--- src/rtl/core/assert_macros.svh ---
// Assertion helpers shared by the RTL.
`ifndef ASSERT_MACROS_SVH
`define ASSERT_MACROS_SVH

// Same-cycle implication, checked outside reset.
`define PCX_ASSERT_IMP(name, ante, cons, msg) \
    name: assert property (@(posedge clk) disable iff (!rst_n) (ante) |-> (cons)) \
        else $error(msg);

// Next-cycle implication, checked outside reset.
`define PCX_ASSERT_NXT(name, ante, cons, msg) \
    name: assert property (@(posedge clk) disable iff (!rst_n) (ante) |=> (cons)) \
        else $error(msg);

`endif

--- src/rtl/core/pcxrle_pkg.sv ---
package pcxrle_pkg;

    localparam int TDATA_W = 72;

    typedef enum logic [1:0] {
        KIND_PIXEL   = 2'd0,
        KIND_HDR_OK  = 2'd1,
        KIND_HDR_ERR = 2'd2
    } kind_t;

    localparam logic [2:0] ERR_SIGNATURE = 3'd0;
    localparam logic [2:0] ERR_VERSION   = 3'd1;
    localparam logic [2:0] ERR_COMPRESS  = 3'd2;
    localparam logic [2:0] ERR_BPP       = 3'd3;
    localparam logic [2:0] ERR_RESERVED  = 3'd4;

    localparam logic [7:0] SIGNATURE   = 8'd10;
    localparam logic [7:0] VERSION_MAX = 8'd5;
    localparam logic [7:0] COMPRESS_RLE = 8'd1;
    localparam logic [1:0] RUN_MARK    = 2'b11;

    // header byte offsets
    localparam logic [6:0] POS_SIG    = 7'd0;
    localparam logic [6:0] POS_VER    = 7'd1;
    localparam logic [6:0] POS_COMP   = 7'd2;
    localparam logic [6:0] POS_BPP    = 7'd3;
    localparam logic [6:0] POS_XLO    = 7'd8;
    localparam logic [6:0] POS_XHI    = 7'd9;
    localparam logic [6:0] POS_YLO    = 7'd10;
    localparam logic [6:0] POS_YHI    = 7'd11;
    localparam logic [6:0] POS_RSV    = 7'd64;
    localparam logic [6:0] POS_PLANES = 7'd65;
    localparam logic [6:0] POS_LBLO   = 7'd66;
    localparam logic [6:0] POS_LBHI   = 7'd67;
    localparam logic [6:0] POS_LAST   = 7'd127;

    typedef struct packed {
        logic  emit;
        kind_t kind;
        logic  from_run;
        logic  hdr_step;
        logic  hdr_finish;
        logic  run_cnt_load;
        logic  run_val_load;
        logic  px_count;
    } dp_cmd_t;

    typedef struct packed {
        logic fail;
        logic pos_last;
        logic marker;
        logic cnt_zero;
        logic run_one;
        logic img_last;
        logic out_free;
    } dp_status_t;

endpackage

--- src/rtl/core/pcxrle_dp.sv ---
`include "assert_macros.svh"

module pcxrle_dp
(
    input  logic                        clk,
    input  logic                        rst_n,
    input  logic [7:0]                  byte_in,
    input  logic                        first,
    input  pcxrle_pkg::dp_cmd_t         cmd,
    output pcxrle_pkg::dp_status_t      status,
    input  logic                        m_tready,
    output logic                        m_tvalid,
    output logic [pcxrle_pkg::TDATA_W-1:0] m_tdata,
    output logic [1:0]                  m_tuser,
    output logic                        m_tlast
);

    logic [6:0]  pos_reg, pos_next;
    logic [6:0]  eff_pos;
    logic [15:0] x_end_reg, y_end_reg, line_bytes_reg;
    logic [3:0]  bpp_reg;
    logic [7:0]  planes_reg;
    logic [32:0] prod_reg;
    logic [32:0] rem_reg;
    logic [5:0]  run_cnt_reg;
    logic [7:0]  run_val_reg;

    logic [16:0] x_p1, y_p1;
    logic [33:0] prod_full;

    logic        fail;
    logic [2:0]  err_code;

    logic        out_valid_reg;
    pcxrle_pkg::kind_t out_kind_reg;
    logic [7:0]  out_pixel_reg;
    logic [2:0]  out_err_reg;
    logic [15:0] out_x_reg, out_y_reg, out_lb_reg;
    logic [3:0]  out_bpp_reg;
    logic [7:0]  out_planes_reg;
    logic        out_done_reg;
    logic        out_last_reg;

    logic        img_last;
    logic        out_free;

    assign eff_pos  = first ? pcxrle_pkg::POS_SIG : pos_reg;
    assign img_last = (rem_reg == 33'd1);
    assign out_free = !out_valid_reg || m_tready;
    assign pos_next = eff_pos + 7'd1;

    // header checks on the byte at its position
    always_comb
    begin
        fail     = 1'b0;
        err_code = pcxrle_pkg::ERR_SIGNATURE;
        unique case (eff_pos)
            pcxrle_pkg::POS_SIG:
            begin
                fail     = (byte_in != pcxrle_pkg::SIGNATURE);
                err_code = pcxrle_pkg::ERR_SIGNATURE;
            end
            pcxrle_pkg::POS_VER:
            begin
                fail     = (byte_in > pcxrle_pkg::VERSION_MAX);
                err_code = pcxrle_pkg::ERR_VERSION;
            end
            pcxrle_pkg::POS_COMP:
            begin
                fail     = (byte_in != pcxrle_pkg::COMPRESS_RLE);
                err_code = pcxrle_pkg::ERR_COMPRESS;
            end
            pcxrle_pkg::POS_BPP:
            begin
                fail     = !(byte_in == 8'd1 || byte_in == 8'd2 ||
                             byte_in == 8'd4 || byte_in == 8'd8);
                err_code = pcxrle_pkg::ERR_BPP;
            end
            pcxrle_pkg::POS_RSV:
            begin
                fail     = (byte_in != 8'd0);
                err_code = pcxrle_pkg::ERR_RESERVED;
            end
            default:
            begin
                fail     = 1'b0;
                err_code = pcxrle_pkg::ERR_SIGNATURE;
            end
        endcase
    end

    assign status.fail     = fail;
    assign status.pos_last = (eff_pos == pcxrle_pkg::POS_LAST);
    assign status.marker   = (byte_in[7:6] == pcxrle_pkg::RUN_MARK);
    assign status.cnt_zero = (run_cnt_reg == 6'd0);
    assign status.run_one  = (run_cnt_reg == 6'd1);
    assign status.img_last = img_last;
    assign status.out_free = out_free;

    // pixel count limit, registered product, stable from byte 11 on
    assign x_p1      = {1'b0, x_end_reg} + 17'd1;
    assign y_p1      = {1'b0, y_end_reg} + 17'd1;
    assign prod_full = x_p1 * y_p1;

    always_ff @(posedge clk)
    begin
        prod_reg <= prod_full[32:0];
        if (cmd.hdr_step)
        begin
            unique case (eff_pos)
                pcxrle_pkg::POS_BPP:    bpp_reg <= byte_in[3:0];
                pcxrle_pkg::POS_XLO:    x_end_reg[7:0] <= byte_in;
                pcxrle_pkg::POS_XHI:    x_end_reg[15:8] <= byte_in;
                pcxrle_pkg::POS_YLO:    y_end_reg[7:0] <= byte_in;
                pcxrle_pkg::POS_YHI:    y_end_reg[15:8] <= byte_in;
                pcxrle_pkg::POS_PLANES: planes_reg <= byte_in;
                pcxrle_pkg::POS_LBLO:   line_bytes_reg[7:0] <= byte_in;
                pcxrle_pkg::POS_LBHI:   line_bytes_reg[15:8] <= byte_in;
                default:
                begin
                end
            endcase
        end
        if (cmd.run_val_load)
        begin
            run_val_reg <= byte_in;
        end
    end

    always_ff @(posedge clk or negedge rst_n)
    begin
        if (!rst_n)
        begin
            pos_reg     <= '0;
            rem_reg     <= '0;
            run_cnt_reg <= '0;
        end
        else
        begin
            if (cmd.hdr_finish)
            begin
                pos_reg <= '0;
                rem_reg <= prod_reg;
            end
            else if (cmd.hdr_step)
            begin
                pos_reg <= pos_next;
            end
            if (cmd.px_count)
            begin
                rem_reg <= rem_reg - 33'd1;
            end
            if (cmd.run_cnt_load)
            begin
                run_cnt_reg <= byte_in[5:0];
            end
            else if (cmd.px_count && cmd.from_run)
            begin
                run_cnt_reg <= run_cnt_reg - 6'd1;
            end
        end
    end

    // output register
    always_ff @(posedge clk or negedge rst_n)
    begin
        if (!rst_n)
        begin
            out_valid_reg <= 1'b0;
        end
        else if (cmd.emit)
        begin
            out_valid_reg <= 1'b1;
        end
        else if (m_tready)
        begin
            out_valid_reg <= 1'b0;
        end
    end

    always_ff @(posedge clk)
    begin
        if (cmd.emit)
        begin
            out_kind_reg   <= cmd.kind;
            out_pixel_reg  <= '0;
            out_err_reg    <= '0;
            out_x_reg      <= '0;
            out_y_reg      <= '0;
            out_bpp_reg    <= '0;
            out_planes_reg <= '0;
            out_lb_reg     <= '0;
            out_done_reg   <= 1'b0;
            out_last_reg   <= 1'b1;
            unique case (cmd.kind)
                pcxrle_pkg::KIND_PIXEL:
                begin
                    out_pixel_reg <= cmd.from_run ? run_val_reg : byte_in;
                    out_done_reg  <= img_last;
                    out_last_reg  <= !cmd.from_run || img_last ||
                                     (run_cnt_reg == 6'd1);
                end
                pcxrle_pkg::KIND_HDR_OK:
                begin
                    out_x_reg      <= x_end_reg;
                    out_y_reg      <= y_end_reg;
                    out_bpp_reg    <= bpp_reg;
                    out_planes_reg <= planes_reg;
                    out_lb_reg     <= line_bytes_reg;
                end
                pcxrle_pkg::KIND_HDR_ERR:
                begin
                    out_err_reg <= err_code;
                end
                default:
                begin
                end
            endcase
        end
    end

    assign m_tvalid = out_valid_reg;
    assign m_tuser  = out_kind_reg;
    assign m_tlast  = out_last_reg;
    assign m_tdata  = {out_done_reg, out_lb_reg, out_planes_reg, out_bpp_reg,
                       out_y_reg, out_x_reg, out_err_reg, out_pixel_reg};

    `PCX_ASSERT_IMP(a_done_is_last, out_valid_reg && out_done_reg, out_last_reg, "image end not last")
    `PCX_ASSERT_NXT(a_hdr_wrap, cmd.hdr_finish, pos_reg == 7'd0, "header position not cleared")
    `PCX_ASSERT_IMP(a_emit_room, cmd.emit, out_free, "result loaded over a waiting one")

endmodule

--- src/rtl/core/pcxrle_ctrl.sv ---
`include "assert_macros.svh"

module pcxrle_ctrl
(
    input  logic                   clk,
    input  logic                   rst_n,
    input  logic                   s_tvalid,
    output logic                   s_tready,
    input  logic                   first,
    input  pcxrle_pkg::dp_status_t status,
    output pcxrle_pkg::dp_cmd_t    cmd
);

    typedef enum logic [4:0] {
        ST_HEADER = 5'b00001,
        ST_DATA   = 5'b00010,
        ST_VALUE  = 5'b00100,
        ST_RUN    = 5'b01000,
        ST_IDLE   = 5'b10000
    } state_t;

    state_t state_reg, state_next;
    logic   accept;
    logic   in_header;

    assign s_tready  = status.out_free && (state_reg != ST_RUN);
    assign accept    = s_tvalid && s_tready;
    assign in_header = first || (state_reg == ST_HEADER);

    always_comb
    begin
        cmd        = '0;
        state_next = state_reg;
        if (state_reg == ST_RUN)
        begin
            if (status.out_free)
            begin
                cmd.emit     = 1'b1;
                cmd.kind     = pcxrle_pkg::KIND_PIXEL;
                cmd.from_run = 1'b1;
                cmd.px_count = 1'b1;
                priority if (status.img_last)
                    state_next = ST_IDLE;
                else if (status.run_one)
                    state_next = ST_DATA;
                else
                    state_next = ST_RUN;
            end
        end
        else if (accept)
        begin
            priority if (in_header)
            begin
                if (status.fail)
                begin
                    cmd.emit   = 1'b1;
                    cmd.kind   = pcxrle_pkg::KIND_HDR_ERR;
                    state_next = ST_IDLE;
                end
                else
                begin
                    cmd.hdr_step = 1'b1;
                    if (status.pos_last)
                    begin
                        cmd.emit       = 1'b1;
                        cmd.kind       = pcxrle_pkg::KIND_HDR_OK;
                        cmd.hdr_finish = 1'b1;
                        state_next     = ST_DATA;
                    end
                    else
                    begin
                        state_next = ST_HEADER;
                    end
                end
            end
            else if (state_reg == ST_DATA)
            begin
                if (status.marker)
                begin
                    cmd.run_cnt_load = 1'b1;
                    state_next       = ST_VALUE;
                end
                else
                begin
                    cmd.emit     = 1'b1;
                    cmd.kind     = pcxrle_pkg::KIND_PIXEL;
                    cmd.px_count = 1'b1;
                    state_next   = status.img_last ? ST_IDLE : ST_DATA;
                end
            end
            else if (state_reg == ST_VALUE)
            begin
                cmd.run_val_load = 1'b1;
                state_next       = status.cnt_zero ? ST_DATA : ST_RUN;
            end
            else
            begin
                state_next = state_reg;
            end
        end
    end

    always_ff @(posedge clk or negedge rst_n)
    begin
        if (!rst_n)
        begin
            state_reg <= ST_HEADER;
        end
        else
        begin
            state_reg <= state_next;
        end
    end

    `PCX_ASSERT_NXT(a_err_idle, accept && in_header && status.fail, state_reg == ST_IDLE, "no idle after header error")
    `PCX_ASSERT_IMP(a_run_stall, state_reg == ST_RUN, !s_tready && !cmd.hdr_step, "byte taken during run")
    `PCX_ASSERT_IMP(a_single_src, cmd.emit && !cmd.from_run, accept, "result without a byte")

endmodule

--- src/rtl/core/pcx_header_check_and_rle_decode.sv ---
// Channel   Dir  tdata (low bit up)                               tuser        tlast
// s_axis    in   byte_in[7:0]                                     first        -
// m_axis    out  pixel, error_code, x_end, y_end, bits_per_pixel, result_kind  last
//                plane_count, line_bytes, image_done
//
// Header bytes are checked and captured as taken; a literal data byte leaves as
// one pixel. A run marker and its value byte load the run count and value, then
// the run's pixels leave at one per cycle from the run state while the output
// register is free, with the input held; the image limit can cut a run short.
// The single output register sets the pace: a byte is taken only when it is empty
// or being emptied. rst_n clears the controller, header position and counters.
// A stall on m_axis holds the output register and, through it, the input side.
module pcx_header_check_and_rle_decode
(
    input  logic                            clk,
    input  logic                            rst_n,
    // byte_in[7:0]
    input  logic [7:0]                      s_axis_tdata,
    // first
    input  logic                            s_axis_tuser,
    input  logic                            s_axis_tvalid,
    output logic                            s_axis_tready,
    // pixel[7:0], error_code[10:8], x_end[26:11], y_end[42:27],
    // bits_per_pixel[46:43], plane_count[54:47], line_bytes[70:55], image_done[71]
    output logic [pcxrle_pkg::TDATA_W-1:0]  m_axis_tdata,
    // result_kind[1:0]
    output logic [1:0]                      m_axis_tuser,
    output logic                            m_axis_tlast,
    output logic                            m_axis_tvalid,
    input  logic                            m_axis_tready
);

    pcxrle_pkg::dp_cmd_t    cmd;
    pcxrle_pkg::dp_status_t status;

    // controller: header, data, run-value, run and idle phases
    pcxrle_ctrl u_ctrl
    (
        .clk      (clk),
        .rst_n    (rst_n),
        .s_tvalid (s_axis_tvalid),
        .s_tready (s_axis_tready),
        .first    (s_axis_tuser),
        .status   (status),
        .cmd      (cmd)
    );

    // datapath: header checks and capture, pixel limit, run state, output register
    pcxrle_dp u_dp
    (
        .clk      (clk),
        .rst_n    (rst_n),
        .byte_in  (s_axis_tdata),
        .first    (s_axis_tuser),
        .cmd      (cmd),
        .status   (status),
        .m_tready (m_axis_tready),
        .m_tvalid (m_axis_tvalid),
        .m_tdata  (m_axis_tdata),
        .m_tuser  (m_axis_tuser),
        .m_tlast  (m_axis_tlast)
    );

endmodule
--- config.mk ---
export PLATFORM = sky130hd
export DESIGN_NAME = pcx_header_check_and_rle_decode
export DESIGN_NICKNAME = d
export VERILOG_FILES = /design/src/rtl/core/pcxrle_pkg.sv /design/src/rtl/core/pcxrle_dp.sv /design/src/rtl/core/pcxrle_ctrl.sv /design/src/rtl/core/pcx_header_check_and_rle_decode.sv
export VERILOG_INCLUDE_DIRS = /design/src /design/src/rtl/core
export SDC_FILE = /design/constraint.sdc
export NUM_CORES = 1
export LEC_CHECK = 0
export BUFFER_PORTS_ARGS = -buffer_cell sky130_fd_sc_hd__buf_2
export CAP_MARGIN = 15
export CORE_ASPECT_RATIO = 0.8
export CORE_MARGIN = 3
export CORE_UTILIZATION = 30
export CTS_CLUSTER_SIZE = 28
export DETAILED_ROUTE_END_ITERATION = 8
export HOLD_SLACK_MARGIN = 0.12
export SLEW_MARGIN = 15
export SYNTH_ARGS = -nofsm -noshare
export SYNTH_HDL_FRONTEND = slang
export SYNTH_SLANG_ARGS = --single-unit
--- constraint.sdc ---
create_clock -name clk -period 7.6 [get_ports clk]
set_input_delay 1.52 -clock clk [delete_from_list [all_inputs] [get_ports clk]]
set_output_delay 1.52 -clock clk [all_outputs]
set_load 0.05 [all_outputs]
* After elaboration in Yosys (flattened, before gate mapping)
Index checks and enable logic that the tools add are counted.
** Word-level totals
- Bits in registers :: 228
- Output and inout bits :: 77
- Word-level logic and storage cells :: 141
** Cells by class
- Add/sub/neg operators :: 5
- Multiply operators :: 1
- $lt $le $gt $ge :: 1
- Equality and inequality tests :: 29
- Mux-type cells :: 48
- Reductions and logical operators :: 32
** Operators with widths (count)
- 33-bit 2-to-1 mux :: 2
- 5-bit 2-to-1 mux :: 11
- 7-bit == test, second input constant :: 5
- 16-bit by 1-bit adder with 17-bit output, second input constant :: 2
- 33-bit by 1-bit == test with 1-bit output, second input constant :: 1
- 17-bit by 17-bit multiplier with 33-bit output :: 1
- 33-bit by 1-bit subtractor with 33-bit output, second input constant :: 1
- 7-bit by 4-bit == test with 1-bit output, second input constant :: 4
- 3-bit 2-to-1 mux :: 8
- 7-bit 2-to-1 mux :: 3
- 4-bit 2-to-1 mux :: 4
- 2-bit AND reduction :: 8
- 7-bit by 2-bit == test with 1-bit output, second input constant :: 2
- 1-bit 2-to-1 mux :: 12
- 6-bit 2-to-1 mux :: 2
- 3-bit case mux with 4 select lines :: 1
- 2-bit nonzero test :: 5
- 8-bit by 1-bit == test with 1-bit output, second input constant :: 1
- 8-bit by 2-bit == test with 1-bit output, second input constant :: 1
- 8-bit by 3-bit == test with 1-bit output, second input constant :: 1
- 8-bit by 4-bit == test with 1-bit output, second input constant :: 1
- 8-bit by 3-bit > comparator with 1-bit output, second input constant :: 1
- 8-bit 2-to-1 mux :: 1
- 8-bit by 1-bit inequality test with 1-bit output, second input constant :: 1
- 24 further kinds :: 37

* Depth between registers and ports, before layout
- Depth after elaboration :: 13
- Depth in mapped cells :: 29

* By module
Synthesis repeated with hierarchy kept, for this count alone.
** Unflattened totals
- Cells, all modules :: 1924
- Area, all modules :: 19075.8 sq um
** By module, submodules not included
- pcxrle_dp :: times used 1, cells an instance 1869, area each 18605.3 sq um, seq. area each 6130.9 sq um
- pcxrle_ctrl :: times used 1, cells an instance 55, area each 470.5 sq um, seq. area each 126.4 sq um

* Worst setup path before layout
Ideal clock, no wire load.
- Path kind :: input port to flip-flop
- From :: input port s_axis_tuser
- To :: register u_dp.out_last_reg (netlist: u_dp.m_tlast), enable pin
- Arrival time :: 8618 ps
- Data required time :: 6988 ps
- Path slack :: -1630 ps
- Stages :: 11
- Buffers on the path :: 3
- Path through :: clkbuf_1 -> clkbuf_1 -> nand2b_1 -> inv_1 -> ha_1 -> clkbuf_1 -> nand2_1 -> nor3_1 -> nor2_1 -> o21a_1 -> o21ai_0
** RTL lines
- start: declaration :: RTL line pcx_header_check_and_rle_decode.sv:20 : input logic s_axis_tuser,
- end signal: assignment :: RTL line pcxrle_dp.sv:200 : out_last_reg <= !cmd.from_run || img_last ||
- end: declaration :: RTL line pcxrle_dp.sv:42 : logic out_last_reg;

* Worst setup path in the final report
- From :: register u_dp.x_end_reg[4]
- To :: register u_dp.prod_reg[32]
** On the way
- Word-level cells in the longest chain between the ends :: 2
** RTL lines
- start: declaration :: RTL line pcxrle_dp.sv:20 : logic [15:0] x_end_reg, y_end_reg, line_bytes_reg;
- start signal: assignment :: RTL line pcxrle_dp.sv:112 : pcxrle_pkg::POS_XLO: x_end_reg[7:0] <= byte_in;
- 16-bit by 1-bit adder with 17-bit output :: RTL line pcxrle_dp.sv:101 : assign x_p1 = {1'b0, x_end_reg} + 17'd1;
- 17-bit by 17-bit multiplier with 33-bit output :: RTL line pcxrle_dp.sv:103 : assign prod_full = x_p1 * y_p1;
- via u_dp.prod_full[32] :: RTL line pcxrle_dp.sv:29 : logic [33:0] prod_full;
- end signal: assignment :: RTL line pcxrle_dp.sv:107 : prod_reg <= prod_full[32:0];
- end: declaration :: RTL line pcxrle_dp.sv:23 : logic [32:0] prod_reg;
The timed path passes the listed nets, and every way through them passes these cells.
A chain may end at the register's enable or synchronous reset.

==> out/metrics.cfg <==
[sta]
setup_viol=0
period_minus_slack_ps=7325
hold_viol=0
worst_hold_slack_ps=435.3
skew_ps=18.76
rsz0062_at_grt=false
finalSetupTns_ps=0
timing.fmax_mhz=136.5
fin_crit_sh=0.9638
max_slew_margin=0.3663
tightest_slew_ps=943.3
finalMaxSlewViolations=0

[critical_path]
worst_path_max_delay_cell=fa_1
crit_path_max_fanout=5
critPathMostFrequentCell=fa_1
critPathRequiredTime_ps=8070
cp-end-kind=flop
worst-path-buf-inv=6
start_kind=flop
critPathArrivalTime_ps=7800
slowest_delay_ps=550
critPathTopFamily=adder cells
path_class=flop to flop

[drt]
wl_per_cell_um=18.58
first_iter_violations=1217
viasPerCell=4.911
wl_mm=53.45
dr.pass1.iters=6
drc_errors=0
vias=14130
postRouteAntennaNets=0

[synthesis]
syn-cell-area_um2=18770
syn_inst=1891
synth-seq-cells=228
ys_seq_area_frac=0.3334
synth_adder_area_share=0.3138
ys_warn_count=0
syn_nets=2241
ys.flop_type=edfxtp_1
yosys.area_share.simple=0.1680
synth_compound_area_frac=0.07166
synth.distinct_cells=65
synth-xor-area-share=0.03826
async_flop_share=0.2281
synthMuxAreaShare=0.001067
postSynthAreaPerCell_um2=9.926
synth_edf_count=143
synth_top_family_by_area=adder cells

[clock_network]
cts_tree=done
numCtsBuffers=23
clk_latency_ps=550
clockRootBuffer=clkbuf_16
clock-sinks=228
h-tree-depth=1
clk_path_buf_depth=3
clk_pin_slew_ps=70
holdBufCountCts=0

[min_path]
hold_class=flop to flop

[floorplan]
die_area_um2=65620
dieWidth_um=285.7
core_area_um2=61520
boundaryPins=90
initial_core_util=0.3051
row_count=81
fp.dieH_um=229.7

[layout]
final_core_util=0.3505
areaGrowthSynthToFinish_pct=14.89
fillers=6194
fin_nets=2378
drive_gt1_frac=0.1169

[power]
p_int_w=0.002356
p_switching_w=0.001275
seqPwrFrac=0.451
p_comb_frac=0.241
p_sw_frac=0.3512
p_total_w=0.003632
clkPwrFrac=0.308
leakage_nw=9.828
p_per_area_nw_per_um2=168.4
vdd_drop_max_uv=216.6

[placement]
io_buffers=89
hpwlAfterDp_mm=41.67
gp_congestion=0.9500

[global_route]
grt_pass1_wl_mm=82.84
grt_overflow_total=0
grt_antenna_before_repair=3
grt_pass1_vias=14350
track_usage=0.1621
grt_max_degree=60

[status]
status=complete, no violations

[run]
max_cap_violations=0

==> repair_timing <==
action,4_1_cts,5_1_grt
setup endpoints to repair,2,9
resized for setup,1,25
cloned,0,0
pin swaps,0,3
buffers inserted,0,8
==> power groups by stage <==
stage          Combinational [W]  Clock [W]  Sequential, W
6_report                0.000875    0.00112        0.00164
3_3_place_gp            0.000862          0        0.00165
4_1_cts                 0.000877    0.00114        0.00164
2_1_floorplan           0.000345          0        0.00195
5_1_grt                 0.000943    0.00120        0.00166
3_5_place_dp            0.000876          0        0.00165
==> placed cells by master, fill, tap and decap left out, drive strengths merged, types with 23 or more instances in the layout <==
cell type	synthesis	final
xor2	33	33
ha	114	114
fa	223	223
nor2	170	170
a21oi	56	56
and3	23	23
nor3	24	24
nand2b	27	27
xnor2	49	49
dfrtp	51	51
and2	85	85
inv	306	308
nand2	232	232
nand3	34	34
edfxtp	143	143
clkbuf	57	34
o21ai	48	48
dfxtp	33	33
buf	4	173
==> metrics by stage <==
stage,instance area (um^2),setup slack (ps),instances
2_1_floorplan,18770,360.9,1891
3_3_place_gp,20620,102.4,2825
4_1_cts,21340,33.03,2867
5_1_grt,21560,4.635,2875
3_5_place_dp,20620,-60.25,2825
6_report,21560,275.0,2877
==> cell usage after synthesis, types with 5 or more instances <==
library cell | instances | area (um^2)
a211oi_1 | 17 | 127.6
a21o_1 | 14 | 105.1
a21oi_1 | 55 | 275.3
a311oi_1 | 5 | 43.79
a31oi_1 | 7 | 43.79
and2_1 | 85 | 531.8
and3_1 | 23 | 143.9
clkbuf_1 | 57 | 214.0
dfrtp_1 | 51 | 1276
dfxtp_1 | 33 | 660.6
edfxtp_1 | 143 | 4294
fa_1 | 223 | 4464
ha_1 | 114 | 1426
inv_1 | 306 | 1149
nand2_1 | 232 | 870.8
nand2b_1 | 27 | 168.9
nand3_1 | 34 | 170.2
nand3b_1 | 5 | 37.54
nor2_1 | 170 | 638.1
nor2b_1 | 13 | 81.33
nor3_1 | 24 | 120.1
nor4_1 | 16 | 100.1
o211ai_1 | 5 | 37.54
o21a_1 | 8 | 60.06
o21ai_0 | 47 | 235.2
o21bai_1 | 7 | 52.55
or3_1 | 14 | 87.58
or4_1 | 7 | 52.55
xnor2_1 | 49 | 429.2
xor2_1 | 33 | 289.0
==> area by class of cell <==
class / instances / area, um^2 / area share
clock inverter: 8 / 81.33 / 0.003771
tap: 830 / 1039 / 0.04816
timing repair buffer: 173 / 1092 / 0.05065
multi-input combinational: 1296 / 11300 / 0.5242
antenna: 2 / 5.005 / 0.0002321
inverter: 306 / 1149 / 0.05326
sequential: 228 / 6257 / 0.2902
clock buffer: 34 / 636.9 / 0.02953
==> logic make-up (layout without fill, tap and decap cells) <==
group / after synthesis / count (layout)
AND/OR/NAND/NOR: 668 / 668
buffers and inverters: 367 / 521
adder cells (fa/ha/maj): 337 / 337
flip-flops: 228 / 228
AO/OA/AOI/OAI: 207 / 207
XOR/XNOR: 82 / 82
multiplexers: 2 / 2
other: 0 / 2
==> layer usage <==
layer  track usage  vias up  wire (um)
met5             0        -         13
met4       0.02558        2        932
met3       0.04747       68       5826
met2        0.2353      570      22180
met1        0.2419     7113      24500
li1              -     6376          -
==> final timing paths <==
| check | start | endpoint | slack, ps | depth (start not counted) |
|---|---|---|---|---|
| min in group asynchronous | rst_n | u_dp.pos_reg[5] | 1110 | 2 |
| max | u_dp.x_end_reg[4] | u_dp.prod_reg[32] | 280 | 26 |
| max in group asynchronous | rst_n | u_dp.rem_reg[11] | 5980 | 2 |
| min reg2reg | u_dp.prod_reg[22] | u_dp.rem_reg[22] | 440 | 1 |
| min | u_dp.prod_reg[22] | u_dp.rem_reg[22] | 440 | 1 |
| max reg2reg | u_dp.x_end_reg[4] | u_dp.prod_reg[32] | 280 | 26 |
(Power assumes the default switching activity.)
